===== config.mk =====
export PLATFORM = sky130hd
export DESIGN_NAME = utf16_to_utf8_transcoder
export DESIGN_NICKNAME = d
export VERILOG_FILES = /design/src/rtl/u16u8_pkg.sv /design/src/rtl/u16u8_front.sv /design/src/rtl/u16u8_queue.sv /design/src/rtl/u16u8_back.sv /design/src/rtl/utf16_to_utf8_transcoder.sv
export VERILOG_INCLUDE_DIRS = /design/src /design/src/rtl
export SDC_FILE = /design/constraint.sdc
export NUM_CORES = 1
export LEC_CHECK = 0
export CAP_MARGIN = 20
export CORE_ASPECT_RATIO = 0.5
export CORE_UTILIZATION = 38
export DETAILED_ROUTE_END_ITERATION = 10
export DONT_BUFFER_PORTS = 1
export PLACE_DENSITY = 0.53
export SYNTH_ARGS = -nofsm -noshare
export SYNTH_HDL_FRONTEND = slang
export SYNTH_HIERARCHICAL = 1
export SYNTH_SLANG_ARGS = --single-unit

===== constraint.sdc =====
create_clock -name aclk -period 4.9 [get_ports aclk]
set_input_delay 0.245 -clock aclk [delete_from_list [all_inputs] [get_ports aclk]]
set_output_delay 0.245 -clock aclk [all_outputs]
set_load 0.05 [all_outputs]

===== src/rtl/utf16_to_utf8_transcoder_assert.svh =====
// ----------------------------------------------------------------------------
// UTF-16 to UTF-8 transcoder assertion macros
// Shared concurrent assertion wrappers used by the transcoder modules.
// ----------------------------------------------------------------------------
`ifndef UTF16_TO_UTF8_TRANSCODER_ASSERT_SVH
`define UTF16_TO_UTF8_TRANSCODER_ASSERT_SVH

// Same-cycle implication, disabled while reset is asserted.
`define U16U8_ASSERT(label, clk, rst_n, pre, post) \
    label: assert property (@(posedge clk) disable iff (!rst_n) (pre) |-> (post)) \
        else $error("u16u8 assertion failed");

// Next-cycle implication, disabled while reset is asserted.
`define U16U8_ASSERT_NEXT(label, clk, rst_n, pre, post) \
    label: assert property (@(posedge clk) disable iff (!rst_n) (pre) |=> (post)) \
        else $error("u16u8 assertion failed");

`endif


===== src/rtl/u16u8_pkg.sv =====
// ----------------------------------------------------------------------------
// u16u8_pkg
// Widths, codes and shared types of the UTF-16 to UTF-8 transcoder.
// ----------------------------------------------------------------------------
package u16u8_pkg;

    localparam int OFFSET_BITS = 16;
    localparam int CMP_W       = ((OFFSET_BITS > 16) ? OFFSET_BITS : 16) + 1;

    localparam int QUEUE_DEPTH = 4;
    localparam int QPTR_W      = $clog2(QUEUE_DEPTH);
    localparam int QCNT_W      = $clog2(QUEUE_DEPTH + 1);

    localparam logic [15:0] CAP_RESET = 16'hFFFF;

    localparam logic [1:0] ST_OK       = 2'd0;
    localparam logic [1:0] ST_OVERFLOW = 2'd1;
    localparam logic [1:0] ST_INVALID  = 2'd2;

    localparam logic [5:0] HIGH_SURR_TAG = 6'b110110;
    localparam logic [5:0] LOW_SURR_TAG  = 6'b110111;

    // One sequence of 1 to 4 bytes, or a single terminator/status beat.
    typedef struct packed {
        logic [3:0][7:0]         bytes;
        logic [1:0]              last;
        logic [OFFSET_BITS-1:0]  base;
        logic                    byte_valid;
        logic                    eos;
        logic [1:0]              status;
    } seq_entry_t;

    typedef struct packed {
        logic full;
        logic empty;
    } queue_status_t;

endpackage


===== src/rtl/u16u8_front.sv =====
// ----------------------------------------------------------------------------
// u16u8_front
// Accepts code units, pairs surrogates, checks fit and emits sequence entries.
// ----------------------------------------------------------------------------
`include "utf16_to_utf8_transcoder_assert.svh"

module u16u8_front (
    input  logic                     aclk,
    input  logic                     aresetn,
    input  logic                     cfg_we,
    input  logic [15:0]              cfg_wdata,
    input  logic                     s_tvalid,
    output logic                     s_tready,
    input  logic [15:0]              s_tdata,
    input  u16u8_pkg::queue_status_t q_status,
    output logic                     push,
    output u16u8_pkg::seq_entry_t    push_entry
);

    logic [15:0]                         cap_reg;
    logic [9:0]                          held_reg, held_next;
    logic                                high_pending_reg, high_pending_next;
    logic [u16u8_pkg::OFFSET_BITS-1:0]   off_reg, off_next;
    logic                                dropping_reg, dropping_next;

    logic        accept;
    logic [15:0] unit;
    logic        is_low, is_high;
    logic        take_high;
    logic [20:0] cp;
    logic [3:0][7:0] enc_bytes;
    logic [1:0]  enc_last;
    logic [2:0]  enc_len;
    logic [u16u8_pkg::CMP_W-1:0] end_pos, cap_m1;
    logic        fits;

    assign s_tready = !q_status.full;
    assign accept   = s_tvalid && s_tready;
    assign unit     = s_tdata;
    assign is_low   = (unit[15:10] == u16u8_pkg::LOW_SURR_TAG);
    assign is_high  = (unit[15:10] == u16u8_pkg::HIGH_SURR_TAG);
    assign take_high = accept && is_high && !high_pending_reg && !dropping_reg &&
                       (cap_reg != 16'd0);

    // Pair value is 0x10000 + (held << 10) + low ten bits.
    assign cp = high_pending_reg ? (21'h10000 + {1'b0, held_reg, unit[9:0]})
                                 : {5'd0, unit};

    always_comb begin
        enc_bytes = '0;
        if (cp < 21'h80) begin
            enc_bytes[0] = cp[7:0];
            enc_last     = 2'd0;
        end else if (cp < 21'h800) begin
            enc_bytes[0] = {3'b110, cp[10:6]};
            enc_bytes[1] = {2'b10, cp[5:0]};
            enc_last     = 2'd1;
        end else if (cp < 21'h10000) begin
            enc_bytes[0] = {4'b1110, cp[15:12]};
            enc_bytes[1] = {2'b10, cp[11:6]};
            enc_bytes[2] = {2'b10, cp[5:0]};
            enc_last     = 2'd2;
        end else begin
            enc_bytes[0] = {5'b11110, cp[20:18]};
            enc_bytes[1] = {2'b10, cp[17:12]};
            enc_bytes[2] = {2'b10, cp[11:6]};
            enc_bytes[3] = {2'b10, cp[5:0]};
            enc_last     = 2'd3;
        end
    end

    assign enc_len = {1'b0, enc_last} + 3'd1;
    assign end_pos = u16u8_pkg::CMP_W'(off_reg) + u16u8_pkg::CMP_W'(enc_len);
    assign cap_m1  = u16u8_pkg::CMP_W'(cap_reg) - u16u8_pkg::CMP_W'(1);
    assign fits    = (end_pos <= cap_m1);

    always_comb begin
        held_next         = held_reg;
        high_pending_next = high_pending_reg;
        off_next          = off_reg;
        dropping_next     = dropping_reg;
        push              = 1'b0;
        push_entry        = '0;
        push_entry.base   = off_reg;
        push_entry.byte_valid = 1'b1;
        push_entry.status = u16u8_pkg::ST_OK;

        if (accept) begin
            if (dropping_reg) begin
                if (unit == 16'd0) begin
                    dropping_next = 1'b0;
                end
            end else if (cap_reg == 16'd0) begin
                push                  = 1'b1;
                push_entry.byte_valid = 1'b0;
                push_entry.base       = '0;
                push_entry.eos        = 1'b1;
                push_entry.status     = u16u8_pkg::ST_INVALID;
                held_next             = '0;
                high_pending_next     = 1'b0;
                off_next              = '0;
                dropping_next         = (unit != 16'd0);
            end else if ((high_pending_reg && is_low) ||
                         (!high_pending_reg && unit != 16'd0 && !is_high)) begin
                held_next         = '0;
                high_pending_next = 1'b0;
                push              = 1'b1;
                if (fits) begin
                    push_entry.bytes = enc_bytes;
                    push_entry.last  = enc_last;
                    off_next         = off_reg + u16u8_pkg::OFFSET_BITS'(enc_len);
                end else begin
                    // Terminator only, then drop the rest of the string.
                    push_entry.eos    = 1'b1;
                    push_entry.status = u16u8_pkg::ST_OVERFLOW;
                    off_next          = '0;
                    dropping_next     = 1'b1;
                end
            end else if (!high_pending_reg && is_high) begin
                held_next         = unit[9:0];
                high_pending_next = 1'b1;
            end else begin
                // Zero unit, or broken pair: terminate with status ok.
                push              = 1'b1;
                push_entry.eos    = 1'b1;
                held_next         = '0;
                high_pending_next = 1'b0;
                off_next          = '0;
                dropping_next     = (unit != 16'd0);
            end
        end
    end

    always_ff @(posedge aclk) begin
        if (!aresetn) begin
            cap_reg          <= u16u8_pkg::CAP_RESET;
            held_reg         <= '0;
            high_pending_reg <= 1'b0;
            off_reg          <= '0;
            dropping_reg     <= 1'b0;
        end else begin
            if (cfg_we) begin
                cap_reg <= cfg_wdata;
            end
            held_reg         <= held_next;
            high_pending_reg <= high_pending_next;
            off_reg          <= off_next;
            dropping_reg     <= dropping_next;
        end
    end

    `U16U8_ASSERT(a_drop_no_hold, aclk, aresetn, dropping_reg, !high_pending_reg)
    `U16U8_ASSERT_NEXT(a_high_held, aclk, aresetn, take_high, high_pending_reg)

endmodule


===== src/rtl/u16u8_queue.sv =====
// ----------------------------------------------------------------------------
// u16u8_queue
// Small register FIFO of sequence entries between front and back.
// ----------------------------------------------------------------------------
`include "utf16_to_utf8_transcoder_assert.svh"

module u16u8_queue (
    input  logic                     aclk,
    input  logic                     aresetn,
    input  logic                     push,
    input  u16u8_pkg::seq_entry_t    push_entry,
    input  logic                     pop,
    output u16u8_pkg::seq_entry_t    head,
    output u16u8_pkg::queue_status_t q_status
);

    u16u8_pkg::seq_entry_t               slots [u16u8_pkg::QUEUE_DEPTH];
    logic [u16u8_pkg::QPTR_W-1:0]        wr_ptr_reg, rd_ptr_reg;
    logic [u16u8_pkg::QCNT_W-1:0]        count_reg, count_next;
    logic                                do_push, do_pop;
    logic                                count_ok;

    assign q_status.full  = (count_reg == u16u8_pkg::QCNT_W'(u16u8_pkg::QUEUE_DEPTH));
    assign q_status.empty = (count_reg == '0);
    assign do_push        = push && !q_status.full;
    assign do_pop         = pop && !q_status.empty;
    assign head           = slots[rd_ptr_reg];
    assign count_ok       = (count_reg <= u16u8_pkg::QCNT_W'(u16u8_pkg::QUEUE_DEPTH));

    always_comb begin
        count_next = count_reg;
        if (do_push && !do_pop) begin
            count_next = count_reg + u16u8_pkg::QCNT_W'(1);
        end else if (do_pop && !do_push) begin
            count_next = count_reg - u16u8_pkg::QCNT_W'(1);
        end
    end

    always_ff @(posedge aclk) begin
        if (do_push) begin
            slots[wr_ptr_reg] <= push_entry;
        end
    end

    always_ff @(posedge aclk) begin
        if (!aresetn) begin
            wr_ptr_reg <= '0;
            rd_ptr_reg <= '0;
            count_reg  <= '0;
        end else begin
            if (do_push) begin
                wr_ptr_reg <= (wr_ptr_reg == u16u8_pkg::QPTR_W'(u16u8_pkg::QUEUE_DEPTH - 1))
                              ? '0 : wr_ptr_reg + u16u8_pkg::QPTR_W'(1);
            end
            if (do_pop) begin
                rd_ptr_reg <= (rd_ptr_reg == u16u8_pkg::QPTR_W'(u16u8_pkg::QUEUE_DEPTH - 1))
                              ? '0 : rd_ptr_reg + u16u8_pkg::QPTR_W'(1);
            end
            count_reg <= count_next;
        end
    end

    `U16U8_ASSERT(a_count_bound, aclk, aresetn, 1'b1, count_ok)

endmodule


===== src/rtl/u16u8_back.sv =====
// ----------------------------------------------------------------------------
// u16u8_back
// Walks the head entry one byte per beat and drives the result stream.
// ----------------------------------------------------------------------------
`include "utf16_to_utf8_transcoder_assert.svh"

module u16u8_back (
    input  logic                     aclk,
    input  logic                     aresetn,
    input  u16u8_pkg::seq_entry_t    head,
    input  u16u8_pkg::queue_status_t q_status,
    output logic                     pop,
    output logic                     m_tvalid,
    input  logic                     m_tready,
    output logic [23:0]              m_tdata,  // out_byte[7:0], byte_offset[23:8]
    output logic [2:0]               m_tuser,  // byte_valid[0], status[2:1]
    output logic                     m_tlast   // end_of_string
);

    logic [1:0]                          idx_reg, idx_next;
    logic                                beat;
    logic                                last_byte;
    logic [u16u8_pkg::OFFSET_BITS-1:0]   pos;
    logic [u16u8_pkg::CMP_W-1:0]         pos_wide;

    assign m_tvalid  = !q_status.empty;
    assign beat      = m_tvalid && m_tready;
    assign last_byte = (idx_reg == head.last);
    assign pop       = beat && last_byte;

    assign pos      = head.base + u16u8_pkg::OFFSET_BITS'(idx_reg);
    assign pos_wide = u16u8_pkg::CMP_W'(pos);

    assign m_tdata = {pos_wide[15:0], head.bytes[idx_reg]};
    assign m_tuser = {head.status, head.byte_valid};
    assign m_tlast = head.eos;

    always_comb begin
        idx_next = idx_reg;
        if (beat) begin
            idx_next = last_byte ? 2'd0 : idx_reg + 2'd1;
        end
    end

    always_ff @(posedge aclk) begin
        if (!aresetn) begin
            idx_reg <= 2'd0;
        end else begin
            idx_reg <= idx_next;
        end
    end

    `U16U8_ASSERT(a_idx_in_seq, aclk, aresetn, m_tvalid, idx_reg <= head.last)
    `U16U8_ASSERT_NEXT(a_idx_rewind, aclk, aresetn, beat && m_tlast, idx_reg == 2'd0)

endmodule


===== src/rtl/utf16_to_utf8_transcoder.sv =====
// An accepted code unit is encoded, then registered in the sequence queue that feeds m_.
// Throughput: one code unit per cycle on s_ unless the queue is full; the byte stream
// carries one byte per cycle while m_tready is high; an n-byte sequence takes n beats.
// A four-entry sequence queue lets the input side run ahead while results wait.
// Reset: synchronous active-low aresetn clears surrogate, offset and drop state,
// empties the queue and sets buffer_capacity to 65535.
// ----------------------------------------------------------------------------
// utf16_to_utf8_transcoder
// Streams UTF-16 code units in and UTF-8 bytes with buffer offsets out.
// ----------------------------------------------------------------------------
module utf16_to_utf8_transcoder (
    input  logic        aclk,
    input  logic        aresetn,
    input  logic        cfg_we,
    input  logic [15:0] cfg_wdata,   // buffer_capacity
    input  logic        s_tvalid,
    output logic        s_tready,
    input  logic [15:0] s_tdata,     // code_unit[15:0]
    output logic        m_tvalid,
    input  logic        m_tready,
    output logic [23:0] m_tdata,     // out_byte[7:0], byte_offset[23:8]
    output logic [2:0]  m_tuser,     // byte_valid[0], status[2:1]
    output logic        m_tlast      // end_of_string
);

    logic                     push;
    logic                     pop;
    u16u8_pkg::seq_entry_t    push_entry;
    u16u8_pkg::seq_entry_t    head;
    u16u8_pkg::queue_status_t q_status;

    u16u8_front u_front (
        .aclk       (aclk),
        .aresetn    (aresetn),
        .cfg_we     (cfg_we),
        .cfg_wdata  (cfg_wdata),
        .s_tvalid   (s_tvalid),
        .s_tready   (s_tready),
        .s_tdata    (s_tdata),
        .q_status   (q_status),
        .push       (push),
        .push_entry (push_entry)
    );

    u16u8_queue u_queue (
        .aclk       (aclk),
        .aresetn    (aresetn),
        .push       (push),
        .push_entry (push_entry),
        .pop        (pop),
        .head       (head),
        .q_status   (q_status)
    );

    u16u8_back u_back (
        .aclk     (aclk),
        .aresetn  (aresetn),
        .head     (head),
        .q_status (q_status),
        .pop      (pop),
        .m_tvalid (m_tvalid),
        .m_tready (m_tready),
        .m_tdata  (m_tdata),
        .m_tuser  (m_tuser),
        .m_tlast  (m_tlast)
    );

endmodule

After elaboration in Yosys (flattened, before gate mapping)
Memory sizes are Yosys's and may differ from the RTL's. A register that Yosys moved wholly into a read port is not among the register bits. Index checks and enable logic that the tools add are counted.

Register bits after elaboration: 53. Memories kept: 1. Bits in writable memories: 216.

$lt $le $gt $ge: 5. Reductions and logical operators: 25. Add/sub/neg operators: 11. Muxes and demuxes: 52. Bitwise gates (word level): 1. Equal/unequal tests: 7.

Memory list: u_queue.slots (words 4, bits a word 54, read ports 1, clocked after memory_dff 1, wr ports 1, RTL line u16u8_queue.sv:17) `u16u8_pkg::seq_entry_t slots [u16u8_pkg::QUEUE_DEPTH];`.

Operators by type and width (count): $mux 54 (2); $mux 34 (3); $mux 16 (6); $logic_not 16->1 (2); $mux 10 (3); $mux 24 (1); $mux 8 (3); $mux 22 (1); $add 17x20->21 const A (1); $lt 21x12->1 const B (1); $lt 21x17->1 const B (1); $lt 21x8->1 const B (1); $mux 21 (1); $mux 1 (18); $add 16x3->17 (1); $le 17x17->1 (1); $mux 17 (1); $sub 16x1->17 const B (1); $add 16x2->16 (1); $add 16x3->16 (1); $bmux 8 s2 (1); $mux 2 (8); $reduce_bool 16->1 (1); $eq 6x6->1 const B (2); other kinds (18) (39).

Depth between registers and ports, before layout
Depth in word-level cells: 14. Mapped depth: 24. Gate-level depth less buffers: 21.

By module
Netlist, hierarchy kept.

By module, submodules not included: u16u8_queue (sequential area each 6666.4 µm², area an instance 8339.2 µm², instances 1, cells each 333); u16u8_front (sequential area each 880.8 µm², area an instance 3701.0 µm², instances 1, cells each 480); u16u8_back (sequential area each 40.0 µm², area an instance 691.9 µm², instances 1, cells each 74).

Worst setup path before layout
OpenSTA, ideal clock, no wires.

Kind: register to register. From: reg u_front.held_reg[6]. To: mem u_queue/slots[0][45] in the netlist's numbering, data pin. Cell stages (with the launch flop): 25. Arrival: 4.886 ns. Setup slack: -0.116 ns. Setup time: 0.131 ns. Buffers on the path: 4. Clock period less this slack: 5.016 ns. Cell sequence: dfxtp_1 > ha_1 > and3b_1 > or2_0 > a31o_4 > and2_1 > buf_6 > inv_4 > ha_1 > fa_1 > a21o_1 > nor2b_1 > and3_1 > nor2b_1 > or2_2 > ha_1 > a21o_1 > a21oi_1 > o221ai_1 > a22oi_1 > buf_2 > nand2_2 > buf_2 > nor2_1 > buf_4.

RTL lines: start, declared (RTL line u16u8_front.sv:21) `logic [9:0] held_reg, held_next;`; start signal, assigned (RTL line u16u8_front.sv:145) `held_reg <= held_next;`; end, declared (RTL line u16u8_queue.sv:17).

==> impl_metrics.tcl <==
set metrics [dict create \
    antenna_found_initial 0 \
    final.min_clock_period_ns 4.778 \
    stdcell_count 1429 \
    drtPass1Iterations 5 \
    die_h_microns 131.4 \
    pwr-share-clk_pct 30.7 \
    p_per_area_nw_per_um2 461.5 \
    cts.sinks 271 \
    drt_first_iter_violations 412 \
    dieArea_sq_um 34290 \
    cp-startpoint "u_front/held_reg[3]" \
    crit_required_ns 5.32 \
    vdd_drop_max_mv 0.2148 \
    largest_register_ffs 216 \
    slowest_delay_ns 0.57 \
    grt_use_total_pct 17.42 \
    rr_startpoint "u_front/held_reg[3]" \
    cts_root_buf "clkbuf_16" \
    grt_pass1_vias 7863 \
    io_buffers 0 \
    vias_per_cell 5.408 \
    crit_path_frequent_cell "buf_4" \
    synth_seq_cells 271 \
    syn_area_sq_um 12730 \
    final_area_sq_um 15160 \
    seq_area_frac_synth_pct 59.59 \
    status "finished, final reports clean" \
    cts_buffer_depth 3 \
    path_cells "or4_4 -> nor2_4 -> a31o_4 -> nand4_4 -> nand2_4 -> inv_2 -> ha_4 -> fa_2 -> a21o_1 -> buf_4 -> buf_4 -> nand2_1 -> nor2_1 -> or2_4 -> ha_4 -> and4_1 -> a31oi_1 -> o221ai_1 -> a22oi_2 -> buf_6 -> nand3_4 -> buf_12 -> a211oi_2 -> buf_4" \
    p_leak_nw 5.289 \
    post-route-period-util_pct 97.51 \
    antenna_cells 0 \
    synth_top_area_share_pct 50.94 \
    grt_overflow 0 \
    layout_setup_ws_ns 0.1220 \
    r2r_cells 24 \
    vias 7728 \
    critPathKind "reg2reg" \
    cp_max_fo 7 \
    power.total_mw 6.996 \
    syn_to_final_growth_pct 19.05 \
    drc_errors 0 \
    dp_cells 1331 \
    initial_core_util_pct 39.43 \
    crit_cells 24 \
    grt_pass1_wl_microns 45730 \
    synth_edf_count 216 \
    end_kind "register" \
    worstSetupStartpointType "register" \
    core_sq_um 32290 \
    critical_path_buf_inv_count 6 \
    synth_area_leaders "edfxtp_1 51%, mux4_2 10%, dfxtp_1 8.6%" \
    wl_per_cell_microns 20.79 \
    cts_buffers 27 \
    worstSkewPairLatency_ns 0.55 \
    pwr-share-seq_pct 42.8 \
    setup_violations 0 \
    yosysMostFrequentCell "edfxtp_1" \
    max_cap_violations 0 \
    hold_path_class "in2reg" \
    io_pins 67 \
    nNetsFinal 1048 \
    finalHoldViolCount 0 \
    swShare_pct 31.51 \
    critPathSlowestCell "or4_4" \
    routabilityCongestion 0.8769 \
    synth.distinct_cells 74 \
    fin_skew_ns 0.01085 \
    cp.arrival_ns 5.19 \
    p_comb_share_pct 26.4 \
    crit_end "u_queue/slots[2][30]" \
    drive_gt1_share_pct 25.18 \
    path_delay_family "simple AND/OR/NAND/NOR gates" \
    ff2ff_setup_slack_ns 0.12 \
    place_ws_ns -0.1998 \
    path_clk_slew_ns 0.07 \
    placed_cell_area_sq_um 13450 \
    syn_avg_cell_area_sq_um 14.35 \
    synth_cells 887 \
    die_w_microns 260.9 \
    fp-row-count 46 \
    grt_max_degree 55 \
    cts_tree "built" \
    p_sw_mw 2.204 \
    max_freq_ghz 0.2093 \
    worstMarginPinSlew_ns 1.120 \
    synth_warnings 6 \
    ant_nets 0 \
    synthArstFlopShare_pct 0 \
    yosys.area.top_type "edfxtp_1" \
    synth_common_cells "216 x edfxtp_1, 65 x nand2_1, 63 x nor2_1" \
    totalWireLength_microns 29720 \
    post-dp-hpwl_microns 19060 \
    relSlewSlack_pct 24.81 \
    internal_power_mw 4.792 \
    synth_ff_type "edfxtp_1" \
    rr_endpoint "u_queue/slots[2][30]" \
    slew_violations 0 \
    cts_max_level 1 \
]
[kinds of logic (layout without fill, tap and decap cells)]
family	count (synthesis)	count (layout)	synth area share [%]
AO/OA/AOI/OAI	113	113	6.348
XOR/XNOR	39	39	2.683
adder cells (fa/ha/maj)	35	35	3.616
buffers and inverters	76	184	3.498
flip-flops	271	271	59.59
multiplexers	84	84	12.81
other	1	3	0.02945
AND/OR/NAND/NOR	268	268	11.42
[per-layer routing]
layer,vias to the layer above,part of all wire (%),GRT usage [%]
met3,47,4.0,3.086
met1,3942,45,23.69
met2,159,49,28.72
met4,0,2.2,4.581
met5,-,0,0
li1,3580,-,-
[how the worst min path moves through the flow]
stage | start | endpoint | slack [ns] | depth (start not counted)
3_3_place_gp | aresetn | u_front/cap_reg[13] | 0.32 | 1
4_1_cts | s_tdata[4] | u_queue/slots[2][42] | 0.01 | 2
5_1_grt | s_tdata[3] | u_queue/slots[0][49] | 0.02 | 1
3_5_place_dp | aresetn | u_front/cap_reg[12] | 0.32 | 1
2_1_floorplan | cfg_wdata[10] | u_front/cap_reg[10] | 0.37 | 2
6_report | s_tdata[2] | u_queue/slots[1][40] | 0.03 | 2
[power by group through the flow]
| stage | Clock, mW | Combinational, mW | Sequential [mW] |
|---|---|---|---|
| 3_3_place_gp | 0 | 1.77 | 3.03 |
| 4_1_cts | 2.19 | 1.86 | 3.00 |
| 3_5_place_dp | 0 | 1.78 | 3.05 |
| 6_report | 2.15 | 1.85 | 3.00 |
| 2_1_floorplan | 0 | 1.40 | 3.01 |
| 5_1_grt | 2.28 | 1.97 | 3.03 |
[what timing repair did]
| action | in CTS | in global routing |
|---|---|---|
| pin swaps | 4 | 18 |
| hold buffers | 42 | 0 |
| setup endpoints to repair | 142 | 147 |
| hold endpoints to repair | 60 | 0 |
| buffers inserted | 1 | 3 |
| resized for setup | 29 | 33 |
| cloned | 1 | 0 |
[metrics by stage]
step | hold WS (ns) | utilization, % | TNS (ns)
5_1_grt | 0.02177 | 46.95 | -0.1674
3_3_place_gp | 0.3177 | 41.64 | -1.285
3_5_place_dp | 0.3198 | 41.64 | -13.20
4_1_cts | 0.01073 | 46.31 | 0
6_report | 0.03234 | 46.95 | 0
2_1_floorplan | 0.3739 | - | 0
[cells in the final DEF, fill, tap and decap left out, drive strengths merged, types with 24 or more instances in the layout]
| cell | Yosys | routed |
|---|---|---|
| ha | 32 | 32 |
| xnor2 | 24 | 24 |
| nand2 | 68 | 68 |
| edfxtp | 216 | 216 |
| inv | 29 | 30 |
| a21oi | 29 | 29 |
| clkbuf | 13 | 36 |
| dlygate4sd3 | 0 | 42 |
| buf | 33 | 62 |
| mux4 | 62 | 62 |
| dfxtp | 55 | 55 |
| nor2 | 64 | 64 |
[layout make-up]
cell class,count,area [sq um]
Fill cell,2826,17130
Sequential cell,271,7595
Multi-Input combinational cell,542,5010
Timing Repair Buffer,104,970.9
Clock buffer,36,749.5
Tap cell,432,540.5
Clock inverter,14,177.7
Inverter,30,115.1
Note: power is estimated with default switching activity, not from simulation.
